<file path="config.mk">
export PLATFORM = sky130hd
export DESIGN_NAME = breakpoint_watchpoint_matcher_unit
export DESIGN_NICKNAME = d
export VERILOG_FILES = /design/src/bwm_pkg.sv /design/src/bwm_core.sv /design/src/breakpoint_watchpoint_matcher_unit.sv
export SDC_FILE = /design/constraint.sdc
export NUM_CORES = 2
export LEC_CHECK = 0
export ABC_AREA = 1
export BUFFER_PORTS_ARGS = -buffer_cell sky130_fd_sc_hd__buf_4
export CELL_PAD_IN_SITES_DETAIL_PLACEMENT = 0
export CELL_PAD_IN_SITES_GLOBAL_PLACEMENT = 2
export CORE_ASPECT_RATIO = 1.2
export CORE_MARGIN = 2
export CORE_UTILIZATION = 39
export CTS_BUF_LIST = sky130_fd_sc_hd__clkbuf_2
export CTS_CLUSTER_SIZE = 8
export DETAILED_ROUTE_END_ITERATION = 6
export GPL_TIMING_DRIVEN = 0
export PLACE_DENSITY_LB_ADDON = 0.1
export SETUP_SLACK_MARGIN = 0.02
export SLEW_MARGIN = 10
export SYNTH_ARGS = -nofsm -noshare
export SYNTH_HDL_FRONTEND = slang
export SYNTH_SLANG_ARGS = --single-unit
</file>
<file path="constraint.sdc">
create_clock -name clk -period 4.3 [get_ports clk]
set_input_delay 0.645 -clock clk [delete_from_list [all_inputs] [get_ports clk]]
set_output_delay 0.645 -clock clk [all_outputs]
set_load 0.01 [all_outputs]
</file>
<file path="src/bwm_pkg.sv">
// ----------------------------------------------------------------------------
// bwm_pkg - shared types and constants of the breakpoint/watchpoint matcher
// Table sizes, address width, command, point type and stop signal codes,
// and the request/response structs passed between the top level and core.
// ----------------------------------------------------------------------------
package bwm_pkg;

  localparam int BREAK_ENTRIES = 16;
  localparam int WATCH_ENTRIES = 16;
  localparam int ADDR_WIDTH    = 32;

  localparam int BCNT_W = $clog2(BREAK_ENTRIES + 1);
  localparam int WCNT_W = $clog2(WATCH_ENTRIES + 1);

  typedef enum logic [1:0] {
    CMD_INSERT = 2'd0,
    CMD_REMOVE = 2'd1,
    CMD_CHECK  = 2'd2
  } cmd_t;

  localparam logic [2:0] TYPE_SWBREAK = 3'd0;
  localparam logic [2:0] TYPE_HWBREAK = 3'd1;
  localparam logic [2:0] TYPE_WATCH   = 3'd2;
  localparam logic [2:0] TYPE_RWATCH  = 3'd3;
  localparam logic [2:0] TYPE_AWATCH  = 3'd4;

  localparam logic [1:0] MODE_WATCH  = 2'd0;
  localparam logic [1:0] MODE_RWATCH = 2'd1;
  localparam logic [1:0] MODE_AWATCH = 2'd2;

  localparam logic [1:0] SIG_NONE = 2'd0;
  localparam logic [1:0] SIGILL   = 2'd1;
  localparam logic [1:0] SIGTRAP  = 2'd2;

  typedef struct packed {
    cmd_t        command;
    logic [2:0]  point_type;
    logic [31:0] point_address;
    logic [3:0]  point_kind;
    logic [31:0] fetch_address;
    logic        fetch_illegal;
    logic [31:0] data_address;
    logic        data_read;
    logic        data_write;
  } req_t;

  typedef struct packed {
    logic [3:0] reason_kind;
    logic [2:0] reason_type;
    logic [1:0] stop_signal;
    logic       stop_hit;
    logic       table_full;
    logic [4:0] entry_count;
  } rsp_t;

endpackage

</file>
<file path="src/bwm_core.sv">
// ----------------------------------------------------------------------------
// bwm_core - breakpoint and watchpoint tables with their match logic
// Holds both address-keyed tables, applies insert/remove when a request
// is executed and forms the response combinationally for the same request.
// ----------------------------------------------------------------------------
module bwm_core (
  input  logic          clk,
  input  logic          rst_n,
  input  logic          go,
  input  bwm_pkg::req_t req,
  output bwm_pkg::rsp_t rsp
);
  import bwm_pkg::*;

  // table storage; payload is only read behind a valid bit
  logic [BREAK_ENTRIES-1:0] brk_valid_r;
  logic [BREAK_ENTRIES-1:0] brk_hw_r;
  logic [ADDR_WIDTH-1:0]    brk_addr_r [BREAK_ENTRIES];
  logic [3:0]               brk_kind_r [BREAK_ENTRIES];
  logic [BCNT_W-1:0]        brk_cnt_r;

  logic [WATCH_ENTRIES-1:0] wch_valid_r;
  logic [ADDR_WIDTH-1:0]    wch_addr_r [WATCH_ENTRIES];
  logic [1:0]               wch_mode_r [WATCH_ENTRIES];
  logic [3:0]               wch_kind_r [WATCH_ENTRIES];
  logic [WCNT_W-1:0]        wch_cnt_r;

  logic [ADDR_WIDTH+31:0] p_ext, f_ext, d_ext;
  logic [ADDR_WIDTH-1:0]  p_addr, f_addr, d_addr;
  logic                   is_break, is_watch;

  logic [BREAK_ENTRIES-1:0] brk_pmatch, brk_fmatch, brk_free, brk_first, brk_slot;
  logic [WATCH_ENTRIES-1:0] wch_pmatch, wch_dmatch, wch_free, wch_first, wch_slot;
  logic [BREAK_ENTRIES-1:0] brk_valid_nxt;
  logic [WATCH_ENTRIES-1:0] wch_valid_nxt;
  logic [BCNT_W-1:0]        brk_cnt_nxt;
  logic [WCNT_W-1:0]        wch_cnt_nxt;
  logic                     brk_wr, wch_wr;
  logic [BCNT_W+4:0]        brk_cnt_ext;
  logic [WCNT_W+4:0]        wch_cnt_ext;

  logic       hw_hit;
  logic [3:0] hw_kind;
  logic       wch_any;
  logic [1:0] wch_mode;
  logic [3:0] wch_kind;
  logic       wch_hit;

  // fit incoming 32-bit addresses to the stored address width
  assign p_ext  = {{ADDR_WIDTH{1'b0}}, req.point_address};
  assign f_ext  = {{ADDR_WIDTH{1'b0}}, req.fetch_address};
  assign d_ext  = {{ADDR_WIDTH{1'b0}}, req.data_address};
  assign p_addr = p_ext[ADDR_WIDTH-1:0];
  assign f_addr = f_ext[ADDR_WIDTH-1:0];
  assign d_addr = d_ext[ADDR_WIDTH-1:0];

  assign is_break = (req.point_type == TYPE_SWBREAK) || (req.point_type == TYPE_HWBREAK);
  assign is_watch = (req.point_type == TYPE_WATCH) || (req.point_type == TYPE_RWATCH) ||
                    (req.point_type == TYPE_AWATCH);

  // associative compare over all entries in parallel
  always_comb begin
    for (int i = 0; i < BREAK_ENTRIES; i++) begin
      brk_pmatch[i] = brk_valid_r[i] && (brk_addr_r[i] == p_addr);
      brk_fmatch[i] = brk_valid_r[i] && (brk_addr_r[i] == f_addr);
    end
    for (int i = 0; i < WATCH_ENTRIES; i++) begin
      wch_pmatch[i] = wch_valid_r[i] && (wch_addr_r[i] == p_addr);
      wch_dmatch[i] = wch_valid_r[i] && (wch_addr_r[i] == d_addr);
    end
  end

  // lowest free slot as a one-hot vector
  assign brk_free  = ~brk_valid_r;
  assign brk_first = brk_free & (~brk_free + BREAK_ENTRIES'(1));
  assign brk_slot  = (|brk_pmatch) ? brk_pmatch : brk_first;
  assign wch_free  = ~wch_valid_r;
  assign wch_first = wch_free & (~wch_free + WATCH_ENTRIES'(1));
  assign wch_slot  = (|wch_pmatch) ? wch_pmatch : wch_first;

  // check path: one-hot select of the matching entry's payload
  always_comb begin
    hw_hit   = 1'b0;
    hw_kind  = '0;
    wch_any  = |wch_dmatch;
    wch_mode = '0;
    wch_kind = '0;
    for (int i = 0; i < BREAK_ENTRIES; i++) begin
      if (brk_fmatch[i] && brk_hw_r[i]) begin
        hw_hit  = 1'b1;
        hw_kind = hw_kind | brk_kind_r[i];
      end
    end
    for (int i = 0; i < WATCH_ENTRIES; i++) begin
      if (wch_dmatch[i]) begin
        wch_mode = wch_mode | wch_mode_r[i];
        wch_kind = wch_kind | wch_kind_r[i];
      end
    end
    wch_hit = wch_any && (((wch_mode == MODE_WATCH) && req.data_write) ||
                          ((wch_mode == MODE_RWATCH) && req.data_read) ||
                          (wch_mode == MODE_AWATCH));
  end

  // table updates and response
  always_comb begin
    brk_valid_nxt = brk_valid_r;
    wch_valid_nxt = wch_valid_r;
    brk_cnt_nxt   = brk_cnt_r;
    wch_cnt_nxt   = wch_cnt_r;
    brk_wr        = 1'b0;
    wch_wr        = 1'b0;
    rsp           = '0;
    brk_cnt_ext   = '0;
    wch_cnt_ext   = '0;
    case (req.command)
      CMD_INSERT: begin
        if (is_break) begin
          brk_wr        = |brk_slot;
          brk_valid_nxt = brk_valid_r | brk_slot;
          if (!(|brk_pmatch) && (|brk_first)) begin
            brk_cnt_nxt = brk_cnt_r + BCNT_W'(1);
          end
          brk_cnt_ext      = {5'd0, brk_cnt_nxt};
          rsp.entry_count  = brk_cnt_ext[4:0];
          rsp.table_full   = ~(|brk_slot);
        end else if (is_watch) begin
          wch_wr        = |wch_slot;
          wch_valid_nxt = wch_valid_r | wch_slot;
          if (!(|wch_pmatch) && (|wch_first)) begin
            wch_cnt_nxt = wch_cnt_r + WCNT_W'(1);
          end
          wch_cnt_ext      = {5'd0, wch_cnt_nxt};
          rsp.entry_count  = wch_cnt_ext[4:0];
          rsp.table_full   = ~(|wch_slot);
        end
      end
      CMD_REMOVE: begin
        if (is_break) begin
          brk_valid_nxt = brk_valid_r & ~brk_pmatch;
          if (|brk_pmatch) begin
            brk_cnt_nxt = brk_cnt_r - BCNT_W'(1);
          end
          brk_cnt_ext     = {5'd0, brk_cnt_nxt};
          rsp.entry_count = brk_cnt_ext[4:0];
        end else if (is_watch) begin
          wch_valid_nxt = wch_valid_r & ~wch_pmatch;
          if (|wch_pmatch) begin
            wch_cnt_nxt = wch_cnt_r - WCNT_W'(1);
          end
          wch_cnt_ext     = {5'd0, wch_cnt_nxt};
          rsp.entry_count = wch_cnt_ext[4:0];
        end
      end
      CMD_CHECK: begin
        if (req.fetch_illegal) begin
          rsp.stop_hit    = 1'b1;
          rsp.stop_signal = SIGILL;
        end else if (hw_hit) begin
          rsp.stop_hit    = 1'b1;
          rsp.stop_signal = SIGTRAP;
          rsp.reason_type = TYPE_HWBREAK;
          rsp.reason_kind = hw_kind;
        end else if (wch_hit) begin
          rsp.stop_hit    = 1'b1;
          rsp.stop_signal = SIGTRAP;
          rsp.reason_type = TYPE_WATCH + {1'b0, wch_mode};
          rsp.reason_kind = wch_kind;
        end
      end
      default: begin
        rsp = '0;
      end
    endcase
  end

  // valid bits and counts
  always_ff @(posedge clk) begin
    if (!rst_n) begin
      brk_valid_r <= '0;
      wch_valid_r <= '0;
      brk_cnt_r   <= '0;
      wch_cnt_r   <= '0;
    end else if (go) begin
      brk_valid_r <= brk_valid_nxt;
      wch_valid_r <= wch_valid_nxt;
      brk_cnt_r   <= brk_cnt_nxt;
      wch_cnt_r   <= wch_cnt_nxt;
    end
  end

  // entry payload, written into the selected slot
  always_ff @(posedge clk) begin
    for (int i = 0; i < BREAK_ENTRIES; i++) begin
      if (go && brk_wr && brk_slot[i]) begin
        brk_addr_r[i] <= p_addr;
        brk_hw_r[i]   <= (req.point_type == TYPE_HWBREAK);
        brk_kind_r[i] <= req.point_kind;
      end
    end
    for (int i = 0; i < WATCH_ENTRIES; i++) begin
      if (go && wch_wr && wch_slot[i]) begin
        wch_addr_r[i] <= p_addr;
        wch_mode_r[i] <= 2'(req.point_type - TYPE_WATCH);
        wch_kind_r[i] <= req.point_kind;
      end
    end
  end

endmodule

</file>
<file path="src/breakpoint_watchpoint_matcher_unit.sv">
// ----------------------------------------------------------------------------
// breakpoint_watchpoint_matcher_unit - debug trigger unit, top level
// Stream wrapper around the breakpoint/watchpoint tables: input request
// register, combinational table access, registered response.
// ----------------------------------------------------------------------------
// Order: request register, table access, response register on out_*.
// Throughput: one request per clock while out_tready allows; every table
//   is a parallel compare of all entries, so no request waits on another.
// Reset (rst_n low, synchronous): both tables empty, counts zero, both
//   pipeline registers empty. Entry payload is not cleared.
// ----------------------------------------------------------------------------
module breakpoint_watchpoint_matcher_unit (
  input  logic         clk,
  input  logic         rst_n,
  // request channel
  input  logic         in_tvalid,
  output logic         in_tready,
  // point_type[2:0], point_address[34:3], point_kind[38:35],
  // fetch_address[70:39], fetch_illegal[71], data_address[103:72],
  // data_read[104], data_write[105], zero pad[111:106]
  input  logic [111:0] in_tdata,
  // command[1:0]
  input  logic [1:0]   in_tuser,
  // response channel
  output logic         out_tvalid,
  input  logic         out_tready,
  // entry_count[4:0], table_full[5], stop_hit[6], stop_signal[8:7],
  // reason_type[11:9], reason_kind[15:12]
  output logic [15:0]  out_tdata
);
  import bwm_pkg::*;

  logic in_valid_r;
  req_t req_r;
  logic out_valid_r;
  rsp_t rsp_r;
  rsp_t rsp;
  logic advance;
  logic go;

  // The response register moves whenever it is empty or being drained;
  // the request register executes against the tables in that same cycle.
  assign advance   = !out_valid_r || out_tready;
  assign go        = in_valid_r && advance;
  assign in_tready = !in_valid_r || advance;

  // capture an accepted request
  always_ff @(posedge clk) begin
    if (!rst_n) begin
      in_valid_r <= 1'b0;
    end else if (in_tvalid && in_tready) begin
      in_valid_r <= 1'b1;
    end else if (go) begin
      in_valid_r <= 1'b0;
    end
  end

  always_ff @(posedge clk) begin
    if (in_tvalid && in_tready) begin
      req_r.command       <= cmd_t'(in_tuser);
      req_r.point_type    <= in_tdata[2:0];
      req_r.point_address <= in_tdata[34:3];
      req_r.point_kind    <= in_tdata[38:35];
      req_r.fetch_address <= in_tdata[70:39];
      req_r.fetch_illegal <= in_tdata[71];
      req_r.data_address  <= in_tdata[103:72];
      req_r.data_read     <= in_tdata[104];
      req_r.data_write    <= in_tdata[105];
    end
  end

  // tables and match logic; state changes only on go
  bwm_core u_core (
    .clk   (clk),
    .rst_n (rst_n),
    .go    (go),
    .req   (req_r),
    .rsp   (rsp)
  );

  // hold the response until the sink takes it
  always_ff @(posedge clk) begin
    if (!rst_n) begin
      out_valid_r <= 1'b0;
    end else if (advance) begin
      out_valid_r <= in_valid_r;
    end
  end

  always_ff @(posedge clk) begin
    if (go) begin
      rsp_r <= rsp;
    end
  end

  assign out_tvalid = out_valid_r;
  assign out_tdata  = rsp_r;

endmodule

</file>
==> summary.md <==
| Metric | Value |
|---|---|
| Initial antenna violation count | `between 60 and 70` |
| Core area | `~190000 sq um` |
| Fin Setup TNS | `-7.43 ns` |
| Post-synthesis sequential element count | `1368` |
| Worst Hold Class | `in -> reg` |
| Initial Utilization | `between 30% and 40%` |
| Maximum clock path buffer count | `4` |
| FP Rows | `about 170` |
| Via count | `~74000` |
| Ys async rst share | `0%` |
| Die H | `between 400 and 500 microns` |
| Worst EP arrival | `about 6.8 ns` |
| CTS tree | `done` |
| Htree depth | `5` |
| Slowest-stage cell, CP | `nand2_1` |
| Clk pin slew, worst setup/hold paths | `between 0.1 and 0.15 ns` |
| Worst-margin pin slew | `about 1.6 ns` |
| Clock Tree Root | `clkbuf_2` |
| Drt pass-1 iters | `7` |
| Max frequency | `between 200 and 250 MHz` |
| Fin crit period | `between 4 and 5 ns` |
| Final nets | `about 9100` |
| Drt total wl | `between 500 and 600 mm` |
| # port buffers | `129` |
| Count leader, synth | `nand2_1` |
| Max-Cap Viols | `2` |
| Wire per inst | `42.8 microns` |
| Worst-skew pair later-pin latency | `2.25 ns` |
| DR DRC count | `33` |
| Post-synth EDFFs | `between 1000 and 1500` |
| Final worst-path cycle share | `115%` |
| Grt total ovfl | `0` |
| Die X | `400 microns` |
| Worst vdd ir | `~0.34 mV` |
| WP data required | `slightly above 6 ns` |
| WS Path Type | `reg -> reg` |
| Layout cell share with drive strength beyond 1 | `around a fifth` |
| Failing checks | `DRC, capacitance limit, slew limit, setup timing` |
| PD cells | `around 310 nW/um^2` |
| Crit end category | `flip-flop` |
| Final hold vios | `0` |
| Crit-path max cell delay | `about 0.85 ns` |
| Synth Instances | `approximately 7600` |
| Status | `finished, violations left` |
| Dpl hpwl | `between 300 and 400 mm` |
| Cell Count Post-Placement | `between 10000 and 15000` |
| Synth Warn # | `0` |
| CP cell instances | `buf_12 > inv_2 > buf_2 > o22ai_1 > nor4_1 > nand2_1 > or2_2 > nor2_1 > nand2_1 > nand4_1 > or2_2 > nor2_1 > a21oi_1` |
| DRT iter0 DRCs | `approximately 14000` |
| Mapped cell area | `73500 sq um` |
| Most instantiated cells after synthesis | `nand2_1 (2095), edfxtp_1 (1324), xnor2_1 (948)` |
| Area Overhead vs Synth | `29.6%` |
| Final setup fails | `between 150 and 200` |
| Cell Area, Placed | `81800 sq um` |
| Largest net degree at the start of global routing | `57` |
| Gpl congestion | `around 1.1` |
| Dominant synthesized flop cell | `edfxtp_1` |
| Number of CTS-inserted buffers | `between 300 and 400` |
| Synth cell types | `between 50 and 60` |
| Final Util | `50.9%` |
| Vias in the first global route | `66817` |
| DR vias/cell | `approximately 6.3` |
| Final non-filler cell area | `between 90000 and 100000 sq um` |
| Yosys top cell by area | `edfxtp_1` |
| Die area | `between 150000 and 200000 sq um` |
| Fin Hold WS | `~0.090 ns` |
| Synthesized area per cell | `9.61 sq um` |
| Layout Cells excl Fill | `around 12000` |
| Synth top area share | `between 50% and 60%` |
| Max-slew violation count | `38` |
| IO Pins | `about 140` |
| Slew margin rel. | `-7.51%` |
| Global-route wire length before repair | `636 mm` |
| Syn Nets | `about 7800` |
| P_leak | `0.0356 uW` |
| Clock Skews | `about 0.23 ns` |
| Critical path startpoint category | `flip-flop` |
| Post-route ant nets | `0` |
| Crit path max fanout | `10` |
| Post-synthesis sequential area ratio | `a little under three fifths` |
| Clk sinks | `roughly 1400` |
| Global-route usage over all layers | `between 50% and 60%` |
| Final Worst Setup Slack | `-0.630 ns` |
| Synth top area cells | `edfxtp_1 (54%), xnor2_1 (11%), nand2_1 (11%)` |
[layer usage]
layer	vias to the layer above	routed length [microns]	GRT usage (%)	part of all wire, %
met5	-	91	0	0.018
met4	14	65400	52.7	13
met3	2283	64900	16.7	13
met2	6899	206000	72.1	41
met1	35677	167000	59.4	33
li1	28769	-	-	-
[worst max-delay path, delay by kind of cell, from the launching register on]
family	cells	cell delay, ns
and+or+nand+nor	8	2.77
buffers and inverters	3	1.15
DFF	1	0.42
AOI/OAI and AO/OA	2	0.29
[logic make-up (layout without fill, tap and decap cells)]
logic type | count (synthesis) | count (layout) | synth area share [%]
AND/OR/NAND/NOR | 3591 | 3593 | 20.1
flip-flops | 1368 | 1368 | 55.3
XOR/XNOR | 1076 | 1076 | 12.8
buffers and inverters | 871 | 2474 | 5.68
AO/OA/AOI/OAI | 733 | 733 | 6.00
adder cells (fa/ha/maj) | 4 | 4 | 0.0681
other | 0 | 65 | 0
[repair_timing]
action / in CTS / in global routing
gates resized for setup: 521 / 219
buffers inserted: 234 / 98
gates cloned: 12 / 17
endpoints found under the setup margin: 1257 / 1199
pin swaps: 75 / 53
endpoints found under the hold margin: 433 / 0
hold buffers: 332 / 0
[worst paths after layout]
| check | cells past startpoint | slack [ns] | startpoint | to |
|---|---|---|---|---|
| max | 13 | -0.63 | req_r[54] | out_tdata[13] |
| min | 5 | 0.09 | rst_n | u_core.wch_cnt_r[2] |
| max reg2reg | 13 | -0.63 | req_r[54] | out_tdata[13] |
| min reg2reg | 2 | 0.52 | u_core.brk_cnt_r[1] | u_core.brk_cnt_r[1] |
[layout by cell type (no fill, tap or decap), types with 76 or more instances in the layout]
| master | instances |
|---|---|
| buf_12 | 175 |
| nor2_4 | 101 |
| buf_4 | 365 |
| nand3_1 | 300 |
| nor2_1 | 654 |
| xor2_1 | 128 |
| inv_1 | 496 |
| nand2_1 | 2067 |
| clkbuf_2 | 559 |
| buf_16 | 105 |
| buf_8 | 76 |
| dlygate4sd3_1 | 332 |
| o21ai_0 | 259 |
| edfxtp_1 | 1324 |
| nand4_1 | 201 |
| xnor2_1 | 923 |
| o22ai_1 | 258 |
| clkinv_1 | 112 |
[final cells by class]
type	instances	area [sq um]
Fill cell	17626	92000
Buffer	277	3060
Timing Repair Buffer	985	12300
Inverter	556	2370
Antenna cell	65	163
Tap cell	2464	3080
Clock buffer	519	2600
Clock inverter	137	676
Sequential cell	1368	40600
Multi-Input combinational cell	5406	30300
[through the flow]
stage,total power (uW),setup WS [ns]
finish,29800,-0.630
global route,30200,-0.486
CTS,29200,0.00176
detailed placement,19100,-2.50
global placement,18800,-7.01
floorplan,16600,-0.336
[report_power, final]
part / leakage (uW) / switching (uW) / internal, uW / total (uW)
clock: 0.00249 / 6450 / 3570 / 10000
combinational: 0.0208 / 3450 / 1570 / 5010
sequential: 0.0123 / 125 / 14700 / 14800
total: 0.0356 / 10000 / 19800 / 29800
[registers in the layout, summed over array words and instances (netlist names), 16 cells and up]
name,flops
u_core.brk_kind_r,64
u_core.brk_addr_r,512
u_core.wch_valid_r,16
out_tdata,16
u_core.brk_valid_r,16
u_core.wch_addr_r,512
req_r,108
u_core.wch_mode_r,32
u_core.wch_kind_r,64
u_core.brk_hw_r,16
(Power assumes the default switching activity.)
